**config.mk**
```make
export PLATFORM = sky130hd
export DESIGN_NAME = piecewise_cdf_position_lookup
export DESIGN_NICKNAME = d
export VERILOG_FILES = /design/src/rtl/core/pcdf_pkg.sv /design/src/rtl/core/pcdf_ram.sv /design/src/rtl/core/pcdf_div.sv /design/src/rtl/core/pcdf_datapath.sv /design/src/rtl/core/pcdf_ctrl.sv /design/src/rtl/core/piecewise_cdf_position_lookup.sv
export SDC_FILE = /design/constraint.sdc
export NUM_CORES = 2
export LEC_CHECK = 0
export BUFFER_PORTS_ARGS = -buffer_cell sky130_fd_sc_hd__buf_2
export CORE_UTILIZATION = 50
export CTS_BUF_LIST = sky130_fd_sc_hd__clkbuf_4 sky130_fd_sc_hd__clkbuf_8 sky130_fd_sc_hd__clkbuf_16
export DETAILED_ROUTE_END_ITERATION = 6
export GPL_TIMING_DRIVEN = 0
export PLACE_DENSITY = 0.68
export SYNTH_ARGS = -nofsm -noshare
export SYNTH_HDL_FRONTEND = slang
export SYNTH_SLANG_ARGS = --single-unit
export TNS_END_PERCENT = 10
```
**constraint.sdc**
```tcl
create_clock -name clk_i -period 5.4 [get_ports clk_i]
set_input_delay 1.08 -clock clk_i [delete_from_list [all_inputs] [get_ports clk_i]]
set_output_delay 1.08 -clock clk_i [all_outputs]
set_load 0.03 [all_outputs]
```
**src/rtl/core/pcdf_pkg.sv**
```systemverilog
// Shared constants, command and status types of the piecewise CDF position lookup.
package pcdf_pkg;

  // Field widths and table geometry
  localparam int unsigned KEY_W       = 32;
  localparam int unsigned FRAC_W      = 16;
  localparam int unsigned TABLE_DEPTH = 32;
  localparam int unsigned IDX_W       = 5;
  localparam int unsigned CNT_W       = 6;
  localparam int unsigned IN_DATA_W   = 40;
  localparam int unsigned OUT_DATA_W  = 24;

  // Shared divider geometry
  localparam int unsigned DIV_W      = KEY_W + FRAC_W;
  localparam int unsigned NUM_W      = IDX_W + FRAC_W;
  localparam int unsigned STEP_W     = 6;
  localparam int unsigned DIV1_STEPS = DIV_W;
  localparam int unsigned DIV2_STEPS = NUM_W;

  localparam logic [FRAC_W-1:0] FRAC_MAX = '1;

  // Table read address source
  typedef enum logic [2:0] {
    RD_FIRST,
    RD_LAST,
    RD_MID,
    RD_LEFT,
    RD_RIGHT
  } rd_sel_e;

  // Result kind
  typedef enum logic [1:0] {
    EMIT_ZERO,
    EMIT_SAT,
    EMIT_INTERP
  } emit_kind_e;

  // Controller to datapath commands
  typedef struct packed {
    logic       accept;
    logic       rd_en;
    rd_sel_e    rd_sel;
    logic       search_upd;
    logic       d0_ld;
    logic       t_zero;
    logic       t_ld;
    logic       div1_start;
    logic       div2_start;
    logic       emit;
    emit_kind_e kind;
  } cmd_t;

  // Datapath to controller status
  typedef struct packed {
    logic in_valid;
    logic in_write;
    logic few;
    logic key_le;
    logic key_ge;
    logic search_open;
    logic idx_zero;
    logic div_cond;
    logic div_done;
    logic out_free;
  } sts_t;

endpackage

```
**src/rtl/core/pcdf_ram.sv**
```systemverilog
// Generic single-write, single-read RAM with registered read data.
module pcdf_ram #(
  parameter int unsigned WIDTH = 32,
  parameter int unsigned DEPTH = 32
) (
  input  logic                     clk_i,
  input  logic                     we_i,
  input  logic [$clog2(DEPTH)-1:0] waddr_i,
  input  logic [WIDTH-1:0]         wdata_i,
  input  logic                     re_i,
  input  logic [$clog2(DEPTH)-1:0] raddr_i,
  output logic [WIDTH-1:0]         rdata_o
);

  logic [WIDTH-1:0] mem_q [DEPTH];
  logic [WIDTH-1:0] rdata_q;

  // Write port
  always_ff @(posedge clk_i) begin
    if (we_i) begin
      mem_q[waddr_i] <= wdata_i;
    end
  end

  // Registered read port
  always_ff @(posedge clk_i) begin
    if (re_i) begin
      rdata_q <= mem_q[raddr_i];
    end
  end

  assign rdata_o = rdata_q;

endmodule

```
**src/rtl/core/pcdf_div.sv**
```systemverilog
// Radix-2 restoring divider, one quotient bit per cycle, dividend top-aligned.
module pcdf_div (
  input  logic                        clk_i,
  input  logic                        rst_ni,
  input  logic                        start_i,
  input  logic [pcdf_pkg::DIV_W-1:0]  dividend_i,
  input  logic [pcdf_pkg::KEY_W-1:0]  divisor_i,
  input  logic [pcdf_pkg::STEP_W-1:0] steps_i,
  output logic [pcdf_pkg::DIV_W-1:0]  quotient_o,
  output logic                        done_o
);
  import pcdf_pkg::*;

  logic [STEP_W-1:0] count_q, count_d;
  logic [DIV_W-1:0]  quo_q, quo_d;
  logic [KEY_W-1:0]  rem_q, rem_d;
  logic [KEY_W-1:0]  dvs_q, dvs_d;
  logic [KEY_W:0]    trial;
  logic [KEY_W:0]    diff;
  logic              fits;

  // One restoring step
  always_comb begin
    trial = {rem_q, quo_q[DIV_W-1]};
    diff  = trial - {1'b0, dvs_q};
    fits  = (trial >= {1'b0, dvs_q});
  end

  // Load on start, shift while steps remain
  always_comb begin
    count_d = count_q;
    quo_d   = quo_q;
    rem_d   = rem_q;
    dvs_d   = dvs_q;
    if (start_i) begin
      count_d = steps_i;
      quo_d   = dividend_i;
      rem_d   = '0;
      dvs_d   = divisor_i;
    end else if (count_q != '0) begin
      count_d = count_q - STEP_W'(1);
      quo_d   = {quo_q[DIV_W-2:0], fits};
      rem_d   = fits ? diff[KEY_W-1:0] : trial[KEY_W-1:0];
    end
  end

  always_ff @(posedge clk_i or negedge rst_ni) begin
    if (!rst_ni) begin
      count_q <= '0;
    end else begin
      count_q <= count_d;
    end
  end

  always_ff @(posedge clk_i) begin
    quo_q <= quo_d;
    rem_q <= rem_d;
    dvs_q <= dvs_d;
  end

  assign quotient_o = quo_q;
  assign done_o     = (count_q == '0);

endmodule

```
**src/rtl/core/pcdf_datapath.sv**
```systemverilog
// Datapath: count register, knot RAM, search bounds, divider and output register.
module pcdf_datapath (
  input  logic                            clk_i,
  input  logic                            rst_ni,
  input  pcdf_pkg::cmd_t                  cmd_i,
  output pcdf_pkg::sts_t                  sts_o,
  input  logic                            cfg_valid_i,
  output logic                            cfg_ready_o,
  input  logic [pcdf_pkg::CNT_W-1:0]      cfg_data_i,
  input  logic                            s_axis_tvalid_i,
  output logic                            s_axis_tready_o,
  input  logic [pcdf_pkg::IN_DATA_W-1:0]  s_axis_tdata_i,
  input  logic [0:0]                      s_axis_tuser_i,
  output logic                            m_axis_tvalid_o,
  input  logic                            m_axis_tready_i,
  output logic [pcdf_pkg::OUT_DATA_W-1:0] m_axis_tdata_o
);
  import pcdf_pkg::*;

  logic [CNT_W-1:0]  knot_count_q;
  logic [CNT_W-1:0]  n_eff;
  logic [CNT_W-1:0]  nm1;
  logic [CNT_W-1:0]  lo_q, lo_d;
  logic [CNT_W-1:0]  hi_q, hi_d;
  logic [CNT_W-1:0]  mid;
  logic [CNT_W-1:0]  idx;
  logic [IDX_W-1:0]  left;
  logic [KEY_W-1:0]  key_q;
  logic [KEY_W-1:0]  d0_q;
  logic [FRAC_W-1:0] t_q;
  logic              in_acc;
  logic              ram_we;
  logic [IDX_W-1:0]  raddr;
  logic [KEY_W-1:0]  rdata;
  logic              div_start;
  logic [DIV_W-1:0]  div_dividend;
  logic [KEY_W-1:0]  div_divisor;
  logic [STEP_W-1:0] div_steps;
  logic [DIV_W-1:0]  quot;
  logic              div_done;
  logic [FRAC_W-1:0] quot_sat;
  logic              out_valid_q;
  logic [FRAC_W-1:0] out_pos_q;
  logic [IDX_W-1:0]  out_seg_q;
  logic              out_free;

  // Configuration register, taken on every write transaction
  assign cfg_ready_o = 1'b1;

  always_ff @(posedge clk_i or negedge rst_ni) begin
    if (!rst_ni) begin
      knot_count_q <= '0;
    end else if (cfg_valid_i) begin
      knot_count_q <= cfg_data_i;
    end
  end

  // Clamp the count to the table size
  assign n_eff = (knot_count_q > CNT_W'(TABLE_DEPTH)) ? CNT_W'(TABLE_DEPTH) : knot_count_q;
  assign nm1   = n_eff - CNT_W'(1);

  // Input transaction
  assign s_axis_tready_o = cmd_i.accept;
  assign in_acc          = s_axis_tvalid_i && cmd_i.accept;
  assign ram_we          = in_acc && s_axis_tuser_i[0];

  // Search probe and segment indexes
  always_comb begin
    mid  = lo_q + ((hi_q - lo_q) >> 1);
    idx  = (lo_q > nm1) ? nm1 : lo_q;
    left = idx[IDX_W-1:0] - IDX_W'(1);
  end

  // Select the table read address
  always_comb begin
    case (cmd_i.rd_sel)
      RD_FIRST: raddr = '0;
      RD_LAST:  raddr = nm1[IDX_W-1:0];
      RD_MID:   raddr = mid[IDX_W-1:0];
      RD_LEFT:  raddr = left;
      RD_RIGHT: raddr = idx[IDX_W-1:0];
      default:  raddr = '0;
    endcase
  end

  pcdf_ram #(
    .WIDTH (KEY_W),
    .DEPTH (TABLE_DEPTH)
  ) u_ram (
    .clk_i   (clk_i),
    .we_i    (ram_we),
    .waddr_i (s_axis_tdata_i[IDX_W-1:0]),
    .wdata_i (s_axis_tdata_i[IDX_W+KEY_W-1:IDX_W]),
    .re_i    (cmd_i.rd_en),
    .raddr_i (raddr),
    .rdata_o (rdata)
  );

  // Search bounds: reset on accept, narrow after each probe
  always_comb begin
    lo_d = lo_q;
    hi_d = hi_q;
    if (in_acc) begin
      lo_d = '0;
      hi_d = n_eff;
    end else if (cmd_i.search_upd) begin
      if (key_q >= rdata) begin
        lo_d = mid + CNT_W'(1);
      end else begin
        hi_d = mid;
      end
    end
  end

  always_ff @(posedge clk_i) begin
    lo_q <= lo_d;
    hi_q <= hi_d;
    if (in_acc) begin
      key_q <= s_axis_tdata_i[IDX_W+KEY_W-1:IDX_W];
    end
    if (cmd_i.d0_ld) begin
      d0_q <= rdata;
    end
    if (cmd_i.t_zero) begin
      t_q <= '0;
    end else if (cmd_i.t_ld) begin
      t_q <= quot_sat;
    end
  end

  // Shared divider: in-segment fraction first, then scale by count minus one
  assign div_start = cmd_i.div1_start || cmd_i.div2_start;

  always_comb begin
    if (cmd_i.div1_start) begin
      div_dividend = {key_q - d0_q, {FRAC_W{1'b0}}};
      div_divisor  = rdata - d0_q;
      div_steps    = STEP_W'(DIV1_STEPS);
    end else begin
      div_dividend = {left, t_q, {(DIV_W-NUM_W){1'b0}}};
      div_divisor  = {{(KEY_W-CNT_W){1'b0}}, nm1};
      div_steps    = STEP_W'(DIV2_STEPS);
    end
  end

  pcdf_div u_div (
    .clk_i      (clk_i),
    .rst_ni     (rst_ni),
    .start_i    (div_start),
    .dividend_i (div_dividend),
    .divisor_i  (div_divisor),
    .steps_i    (div_steps),
    .quotient_o (quot),
    .done_o     (div_done)
  );

  assign quot_sat = (quot[DIV_W-1:FRAC_W] != '0) ? FRAC_MAX : quot[FRAC_W-1:0];

  // Output register: load on emit, drop when the transaction completes
  assign out_free = !out_valid_q || m_axis_tready_i;

  always_ff @(posedge clk_i or negedge rst_ni) begin
    if (!rst_ni) begin
      out_valid_q <= 1'b0;
    end else if (cmd_i.emit) begin
      out_valid_q <= 1'b1;
    end else if (m_axis_tready_i) begin
      out_valid_q <= 1'b0;
    end
  end

  always_ff @(posedge clk_i) begin
    if (cmd_i.emit) begin
      case (cmd_i.kind)
        EMIT_SAT: begin
          out_pos_q <= FRAC_MAX;
          out_seg_q <= nm1[IDX_W-1:0] - IDX_W'(1);
        end
        EMIT_INTERP: begin
          out_pos_q <= quot_sat;
          out_seg_q <= left;
        end
        default: begin
          out_pos_q <= '0;
          out_seg_q <= '0;
        end
      endcase
    end
  end

  assign m_axis_tvalid_o = out_valid_q;
  assign m_axis_tdata_o  = {{(OUT_DATA_W-FRAC_W-IDX_W){1'b0}}, out_seg_q, out_pos_q};

  // Status to the controller
  always_comb begin
    sts_o             = '0;
    sts_o.in_valid    = s_axis_tvalid_i;
    sts_o.in_write    = s_axis_tuser_i[0];
    sts_o.few         = (n_eff < CNT_W'(2));
    sts_o.key_le      = (key_q <= rdata);
    sts_o.key_ge      = (key_q >= rdata);
    sts_o.search_open = (lo_q < hi_q);
    sts_o.idx_zero    = (lo_q == '0);
    sts_o.div_cond    = (rdata > d0_q) && (key_q > d0_q);
    sts_o.div_done    = div_done;
    sts_o.out_free    = out_free;
  end

endmodule

```
**src/rtl/core/pcdf_ctrl.sv**
```systemverilog
// Controller: sequences the clamp checks, the search probes and the two divisions.
module pcdf_ctrl (
  input  logic           clk_i,
  input  logic           rst_ni,
  input  pcdf_pkg::sts_t sts_i,
  output pcdf_pkg::cmd_t cmd_o
);
  import pcdf_pkg::*;

  typedef enum logic [3:0] {
    S_IDLE,
    S_FIRST,
    S_CHK_FIRST,
    S_CHK_LAST,
    S_PROBE,
    S_CMP,
    S_RD_RIGHT,
    S_LOAD_D1,
    S_DIV1,
    S_DIV2S,
    S_DIV2,
    S_EMIT
  } state_e;

  state_e     state_q, state_d;
  emit_kind_e kind_q, kind_d;

  // Next state and commands
  always_comb begin
    state_d      = state_q;
    kind_d       = kind_q;
    cmd_o        = '0;
    cmd_o.rd_sel = RD_FIRST;
    cmd_o.kind   = kind_q;
    case (state_q)
      S_IDLE: begin
        cmd_o.accept = 1'b1;
        if (sts_i.in_valid && !sts_i.in_write) begin
          state_d = S_FIRST;
        end
      end
      S_FIRST: begin
        if (sts_i.few) begin
          kind_d  = EMIT_ZERO;
          state_d = S_EMIT;
        end else begin
          cmd_o.rd_en  = 1'b1;
          cmd_o.rd_sel = RD_FIRST;
          state_d      = S_CHK_FIRST;
        end
      end
      S_CHK_FIRST: begin
        if (sts_i.key_le) begin
          kind_d  = EMIT_ZERO;
          state_d = S_EMIT;
        end else begin
          cmd_o.rd_en  = 1'b1;
          cmd_o.rd_sel = RD_LAST;
          state_d      = S_CHK_LAST;
        end
      end
      S_CHK_LAST: begin
        if (sts_i.key_ge) begin
          kind_d  = EMIT_SAT;
          state_d = S_EMIT;
        end else begin
          state_d = S_PROBE;
        end
      end
      S_PROBE: begin
        if (sts_i.search_open) begin
          cmd_o.rd_en  = 1'b1;
          cmd_o.rd_sel = RD_MID;
          state_d      = S_CMP;
        end else if (sts_i.idx_zero) begin
          kind_d  = EMIT_ZERO;
          state_d = S_EMIT;
        end else begin
          cmd_o.rd_en  = 1'b1;
          cmd_o.rd_sel = RD_LEFT;
          state_d      = S_RD_RIGHT;
        end
      end
      S_CMP: begin
        cmd_o.search_upd = 1'b1;
        state_d          = S_PROBE;
      end
      S_RD_RIGHT: begin
        cmd_o.d0_ld  = 1'b1;
        cmd_o.rd_en  = 1'b1;
        cmd_o.rd_sel = RD_RIGHT;
        state_d      = S_LOAD_D1;
      end
      S_LOAD_D1: begin
        if (sts_i.div_cond) begin
          cmd_o.div1_start = 1'b1;
          state_d          = S_DIV1;
        end else begin
          cmd_o.t_zero = 1'b1;
          state_d      = S_DIV2S;
        end
      end
      S_DIV1: begin
        if (sts_i.div_done) begin
          cmd_o.t_ld = 1'b1;
          state_d    = S_DIV2S;
        end
      end
      S_DIV2S: begin
        cmd_o.div2_start = 1'b1;
        state_d          = S_DIV2;
      end
      S_DIV2: begin
        if (sts_i.div_done) begin
          kind_d  = EMIT_INTERP;
          state_d = S_EMIT;
        end
      end
      S_EMIT: begin
        if (sts_i.out_free) begin
          cmd_o.emit = 1'b1;
          state_d    = S_IDLE;
        end
      end
      default: begin
        state_d = S_IDLE;
      end
    endcase
  end

  // Hold state and result kind
  always_ff @(posedge clk_i or negedge rst_ni) begin
    if (!rst_ni) begin
      state_q <= S_IDLE;
      kind_q  <= EMIT_ZERO;
    end else begin
      state_q <= state_d;
      kind_q  <= kind_d;
    end
  end

endmodule

```
**src/rtl/core/piecewise_cdf_position_lookup.sv**
```systemverilog
// Top level of the piecewise-linear CDF position lookup.
//
// Knot keys are written into a 32-entry table with transactions whose tuser bit is 1
// (taken while idle, no result); a transaction with tuser 0 queries a key and returns
// one result: the Q0.16 position and the left segment index. The user must set the knot
// count through the configuration channel only while the block is idle; the block itself
// does not enforce it. A query returns a zero position when the table holds fewer than
// two knots or the key clamps at the first knot, and a saturated one when it clamps at
// the last knot; for an interpolated key the single RAM read port serves the binary
// search, and one shared radix-2 divider runs 48 steps for the in-segment fraction and
// 21 steps for the division by count minus one. A finished result waits in the output
// register while the next transaction is accepted.
module piecewise_cdf_position_lookup (
  input  logic                            clk_i,
  input  logic                            rst_ni,
  // Configuration: knot_count[5:0]
  input  logic                            cfg_valid_i,
  output logic                            cfg_ready_o,
  input  logic [pcdf_pkg::CNT_W-1:0]      cfg_data_i,
  // Input stream
  input  logic                            s_axis_tvalid_i,
  output logic                            s_axis_tready_o,
  input  logic [pcdf_pkg::IN_DATA_W-1:0]  s_axis_tdata_i,  // [4:0] knot_index, [36:5] key
  input  logic [0:0]                      s_axis_tuser_i,  // [0] mode
  // Result stream
  output logic                            m_axis_tvalid_o,
  input  logic                            m_axis_tready_i,
  output logic [pcdf_pkg::OUT_DATA_W-1:0] m_axis_tdata_o   // [15:0] position, [20:16] segment
);
  import pcdf_pkg::*;

  cmd_t cmd;
  sts_t sts;

  pcdf_ctrl u_ctrl (
    .clk_i  (clk_i),
    .rst_ni (rst_ni),
    .sts_i  (sts),
    .cmd_o  (cmd)
  );

  pcdf_datapath u_datapath (
    .clk_i           (clk_i),
    .rst_ni          (rst_ni),
    .cmd_i           (cmd),
    .sts_o           (sts),
    .cfg_valid_i     (cfg_valid_i),
    .cfg_ready_o     (cfg_ready_o),
    .cfg_data_i      (cfg_data_i),
    .s_axis_tvalid_i (s_axis_tvalid_i),
    .s_axis_tready_o (s_axis_tready_o),
    .s_axis_tdata_i  (s_axis_tdata_i),
    .s_axis_tuser_i  (s_axis_tuser_i),
    .m_axis_tvalid_o (m_axis_tvalid_o),
    .m_axis_tready_i (m_axis_tready_i),
    .m_axis_tdata_o  (m_axis_tdata_o)
  );

endmodule

```
==> results.yml <==
sta:
  final-hold-violation-count: 0
  finalMaxSlewViolations: 0
  setup-tns-final_ns: -0.639
  max_freq_mhz: 183
  timing.final.setup_violations: 24
  fin_ws_ns: -0.0781
  fin_crit_sh: 1.01
  tightest_pin_transition_ns: 1.25
  rsz0062_at_grt: "true"
  slew-limit-headroom: 0.166
  clock-skew-final_ns: 0.0256
  fin_crit_ns: 5.48
clock_network:
  clkSlewWorstSetupHoldPaths_ns: 0.07
  clock_tree.htree_level_count: 4
  tritoncts.num_buffers: 133
  cts.path.max_buffers: 3
  clk-insertion-delay-late_ns: 0.76
  clock-root-buffer: "sky130_fd_sc_hd__clkbuf_16"
  tritoncts: "built"
  cts_num_sinks: 1300
final_layout:
  final_common_cell: "sky130_fd_sc_hd__edfxtp_1"
  layout.cells.most_common_list: "1227 x sky130_fd_sc_hd__edfxtp_1, 1101 x sky130_fd_sc_hd__nand2_1, 447 x sky130_fd_sc_hd__nand3_1, 283 x sky130_fd_sc_hd__a21oi_1, 168 x sky130_fd_sc_hd__nor2_1"
  nets: 5388
  area_growth_syn_to_layout_pct: 17.2
  drive_above_1_share: 0.146
  seq_area_sq_um: 38400
  multiInputGateArea_sq_um: 18900
  num-fill-cells: 8823
synth:
  synthesis_warnings: 0
  synth_largest_type_area_fraction: 0.635
  postSynthRegisterBits: 1300
  synthMuxAreaShare: 0.00535
  synth_edf_count: 1227
  ys_async_sr_fraction: 0.0146
  postSynthCellCount: 4891
  main_combinational_cell_family_by_area_after_synthesis: "simple AND/OR/NAND/NOR gates"
  post_synthesis_share_of_cell_area_spent_on_xor_and_xnor_gates: 0.0143
  synth-main-ff-cell: "sky130_fd_sc_hd__edfxtp_1"
  synthesis.area_per_instance_sq_um: 11.9
  seq_area_frac_synth: 0.662
  cell_type_with_the_highest_aggregate_area_in_the_netlist: "sky130_fd_sc_hd__edfxtp_1"
  synth_simple_gate_area_frac: 0.160
  post_synth_fa_ha_maj_area_fraction: 0.0345
  synth.distinct_cells: 86
  synth_area_in_compound_gates: 0.0914
  ys_top_cells_by_area: "sky130_fd_sc_hd__edfxtp_1 64%, sky130_fd_sc_hd__nand2_1 7.2%, sky130_fd_sc_hd__nand3_1 3.9%"
  synth.cell_area_sq_um: 58000
placement:
  place.port_buffers: 70
  dpl_worst_slack_ns: -2.42
  hpwlAfterDp_um: 113000
  globalplace.congestion: 0.929
floorplan:
  fp-row-count: 124
  floorplan.die.width_um: 343
  floorplan.initialDensity: 0.506
  design.die.area_sq_um: 117000
  top_level_ports: 79
  core_region_area_sq_um: 115000
  die_h_um: 343
pwr:
  power.leakage_uw: 0.0249
  power_density_nw_per_um2: 511
  power_uw: 34700
  vdd.ir_drop.worst_uv: 400
grt:
  grt_antenna_before_repair: 3
  grt.overflow.total: 0
  grt_pass1_vias: 39600
  grt_pass1_wl_um: 242000
  grt_start_max_net_pins: 41
  grtUsageTotal: 0.277
drt:
  drt_iter0_drc: 4359
  drt_pass1_iterations: 7
  wl_um: 164000
  wl_per_cell_um: 24.2
  routed-via-count: 40400
  drc: 10
  antenna_violating_nets_post_route: 0
  post_drt_via_cell_ratio: 5.94
status:
  violated_checks: "DRC, setup timing"
  run_status: "finished, violations left"
setup_path:
  timing.setup.critical_path_class: "reg -> reg"
  start_kind: "flip-flop"
  critical_path_peak_fanout: 10
  cpMostUsedCell: "sky130_fd_sc_hd__ha_4"
  critPathArrivalTime_ns: 6.03
  crit_path_max_incr_delay_ns: 0.57
  worst-endpoint-required_ns: 5.95
  worst_path_max_delay_cell: "sky130_fd_sc_hd__or4_4"
  element_type_at_the_critical_path_end: "flip-flop"
worst_hold_path:
  hold_class: "in -> async"
flow_run:
  cap_viol_max_count: 0
-- path summary, 6_finish.rpt --
kind                                             from                            to  slack, ns  depth (start not counted)
max reg2reg                u_datapath.knot_count_q[5]  u_datapath.u_ram.rdata_o[28]      -0.08                         25
max                        u_datapath.knot_count_q[5]  u_datapath.u_ram.rdata_o[28]      -0.08                         25
min                                            rst_ni             u_ctrl.state_q[1]       0.29                          1
min reg2reg                u_datapath.u_div.rem_q[29]    u_datapath.u_div.rem_q[29]       0.48                          2
min in group clk_i         u_datapath.u_div.rem_q[29]    u_datapath.u_div.rem_q[29]       0.48                          2
max in group asynchronous                      rst_ni    u_datapath.knot_count_q[2]       4.74                          1
-- cells by family after synthesis --
kind of cell    after synthesis
simple gates               2090
buf+inv                     419
fa+ha+maj                   157
xor+xnor                     95
flops                      1300
compound gates              799
other cells                   2
mux                          29
-- final cells by class --
cell class,count,area share
flip-flops and latches,1300,0.565
multi-input cells,3174,0.278
clock buffers,166,0.0537
plain buffers,266,0.0296
well taps,1512,0.0278
repair buffers,154,0.0256
clock inverters,75,0.0111
inverters,151,0.00847
diodes,3,0.000110
-- layer usage --
layer  vias to the layer above  GRT usage  wire length, um  part of all wire
li1                      18400          -                -                 -
met1                     19700      0.344            62600              0.38
met2                      1925      0.475            82000              0.50
met3                       397     0.0452            12500             0.076
met4                         0      0.128             7460             0.045
met5                         -          0                0                 0
-- critical path: cells and delay by family (launching register included) --
| kind | cells | cell delay (ns) |
|---|---|---|
| XOR/XNOR | 1 | 0.17 |
| adder cells (fa/ha/maj) | 4 | 1.09 |
| AND/OR/NAND/NOR | 6 | 1.09 |
| flip-flops | 1 | 0.43 |
| buffers and inverters | 6 | 0.75 |
| AO/OA/AOI/OAI | 8 | 1.71 |
-- per-stage QoR --
| step | cell area, sq um | cells | hold WS (ns) | util |
|---|---|---|---|---|
| after floorplan | 58000 | 4893 | 0.454 | - |
| after global routing | 68000 | 6800 | 0.290 | 0.593 |
| after CTS | 67200 | 6771 | 0.270 | 0.586 |
| final | 68000 | 6801 | 0.286 | 0.593 |
| after global placement | 60300 | 6475 | 0.468 | 0.526 |
| after detailed placement | 61300 | 6513 | 0.477 | 0.535 |
-- Yosys cell counts, types with 7 or more instances --
cell type                  instances
sky130_fd_sc_hd__a211o_1           8
sky130_fd_sc_hd__a211oi_1         36
sky130_fd_sc_hd__a211oi_2         31
sky130_fd_sc_hd__a21o_1           73
sky130_fd_sc_hd__a21oi_1         289
sky130_fd_sc_hd__a221o_1          10
sky130_fd_sc_hd__a22oi_1          13
sky130_fd_sc_hd__a311o_1          34
sky130_fd_sc_hd__a311oi_1         32
sky130_fd_sc_hd__a31oi_1          45
sky130_fd_sc_hd__and2_1           25
sky130_fd_sc_hd__and3_1          105
sky130_fd_sc_hd__buf_1            11
sky130_fd_sc_hd__buf_2           112
sky130_fd_sc_hd__buf_4            25
sky130_fd_sc_hd__buf_6             7
sky130_fd_sc_hd__clkbuf_1        113
sky130_fd_sc_hd__dfrtp_1          19
sky130_fd_sc_hd__dfxtp_1          54
sky130_fd_sc_hd__edfxtp_1       1227
sky130_fd_sc_hd__ha_1            151
sky130_fd_sc_hd__inv_1           149
sky130_fd_sc_hd__mux2_2            9
sky130_fd_sc_hd__mux2i_1          17
sky130_fd_sc_hd__nand2_1        1108
sky130_fd_sc_hd__nand2b_1         22
sky130_fd_sc_hd__nand3_1         453
sky130_fd_sc_hd__nand4_1          25
sky130_fd_sc_hd__nor2_1          200
sky130_fd_sc_hd__nor2b_1          17
sky130_fd_sc_hd__nor3_1           39
sky130_fd_sc_hd__nor4_1           18
sky130_fd_sc_hd__o211ai_1          7
sky130_fd_sc_hd__o21a_1           16
sky130_fd_sc_hd__o21ai_0         127
sky130_fd_sc_hd__o21bai_1         19
sky130_fd_sc_hd__o31ai_1          10
sky130_fd_sc_hd__or2_2             7
sky130_fd_sc_hd__or3_1            14
sky130_fd_sc_hd__or4_1            34
sky130_fd_sc_hd__xnor2_1          54
sky130_fd_sc_hd__xor2_1           41
-- where the power goes --
group,leakage (uW),switching [uW],internal (uW)
clock network,0.00219,3990,5290
registers,0.0118,595,12100
logic,0.0109,7840,4870
-- flip-flops by register name (all words and copies together), names as in the netlist --
register,count
u_datapath.u_div.dvs_q,32
u_datapath.d0_q,32
u_datapath.u_div.count_q,6
u_datapath.u_ram.rdata_o,32
u_datapath.lo_q,6
u_datapath.out_pos_q,16
u_datapath.key_q,32
u_datapath.hi_q,6
u_ctrl.state_q,4
u_ctrl.kind_q,2
u_datapath.m_axis_tvalid_o,1
u_datapath.knot_count_q,6
u_datapath.out_seg_q,5
u_datapath.u_div.quotient_o,48
u_datapath.u_ram.mem_q,1024
u_datapath.u_div.rem_q,32
u_datapath.t_q,16
-- what timing repair did --
item                                    4_1_cts  5_1_grt
endpoints found under the setup margin      125      127
setup buffers                                15       22
gates resized for setup                     334       90
gates cloned                                  3        5
endpoints found under the hold margin         0        0
pin swaps                                    57       30
hold buffers                                  0        0
No activity file was read; power rests on OpenSTA's default activity.
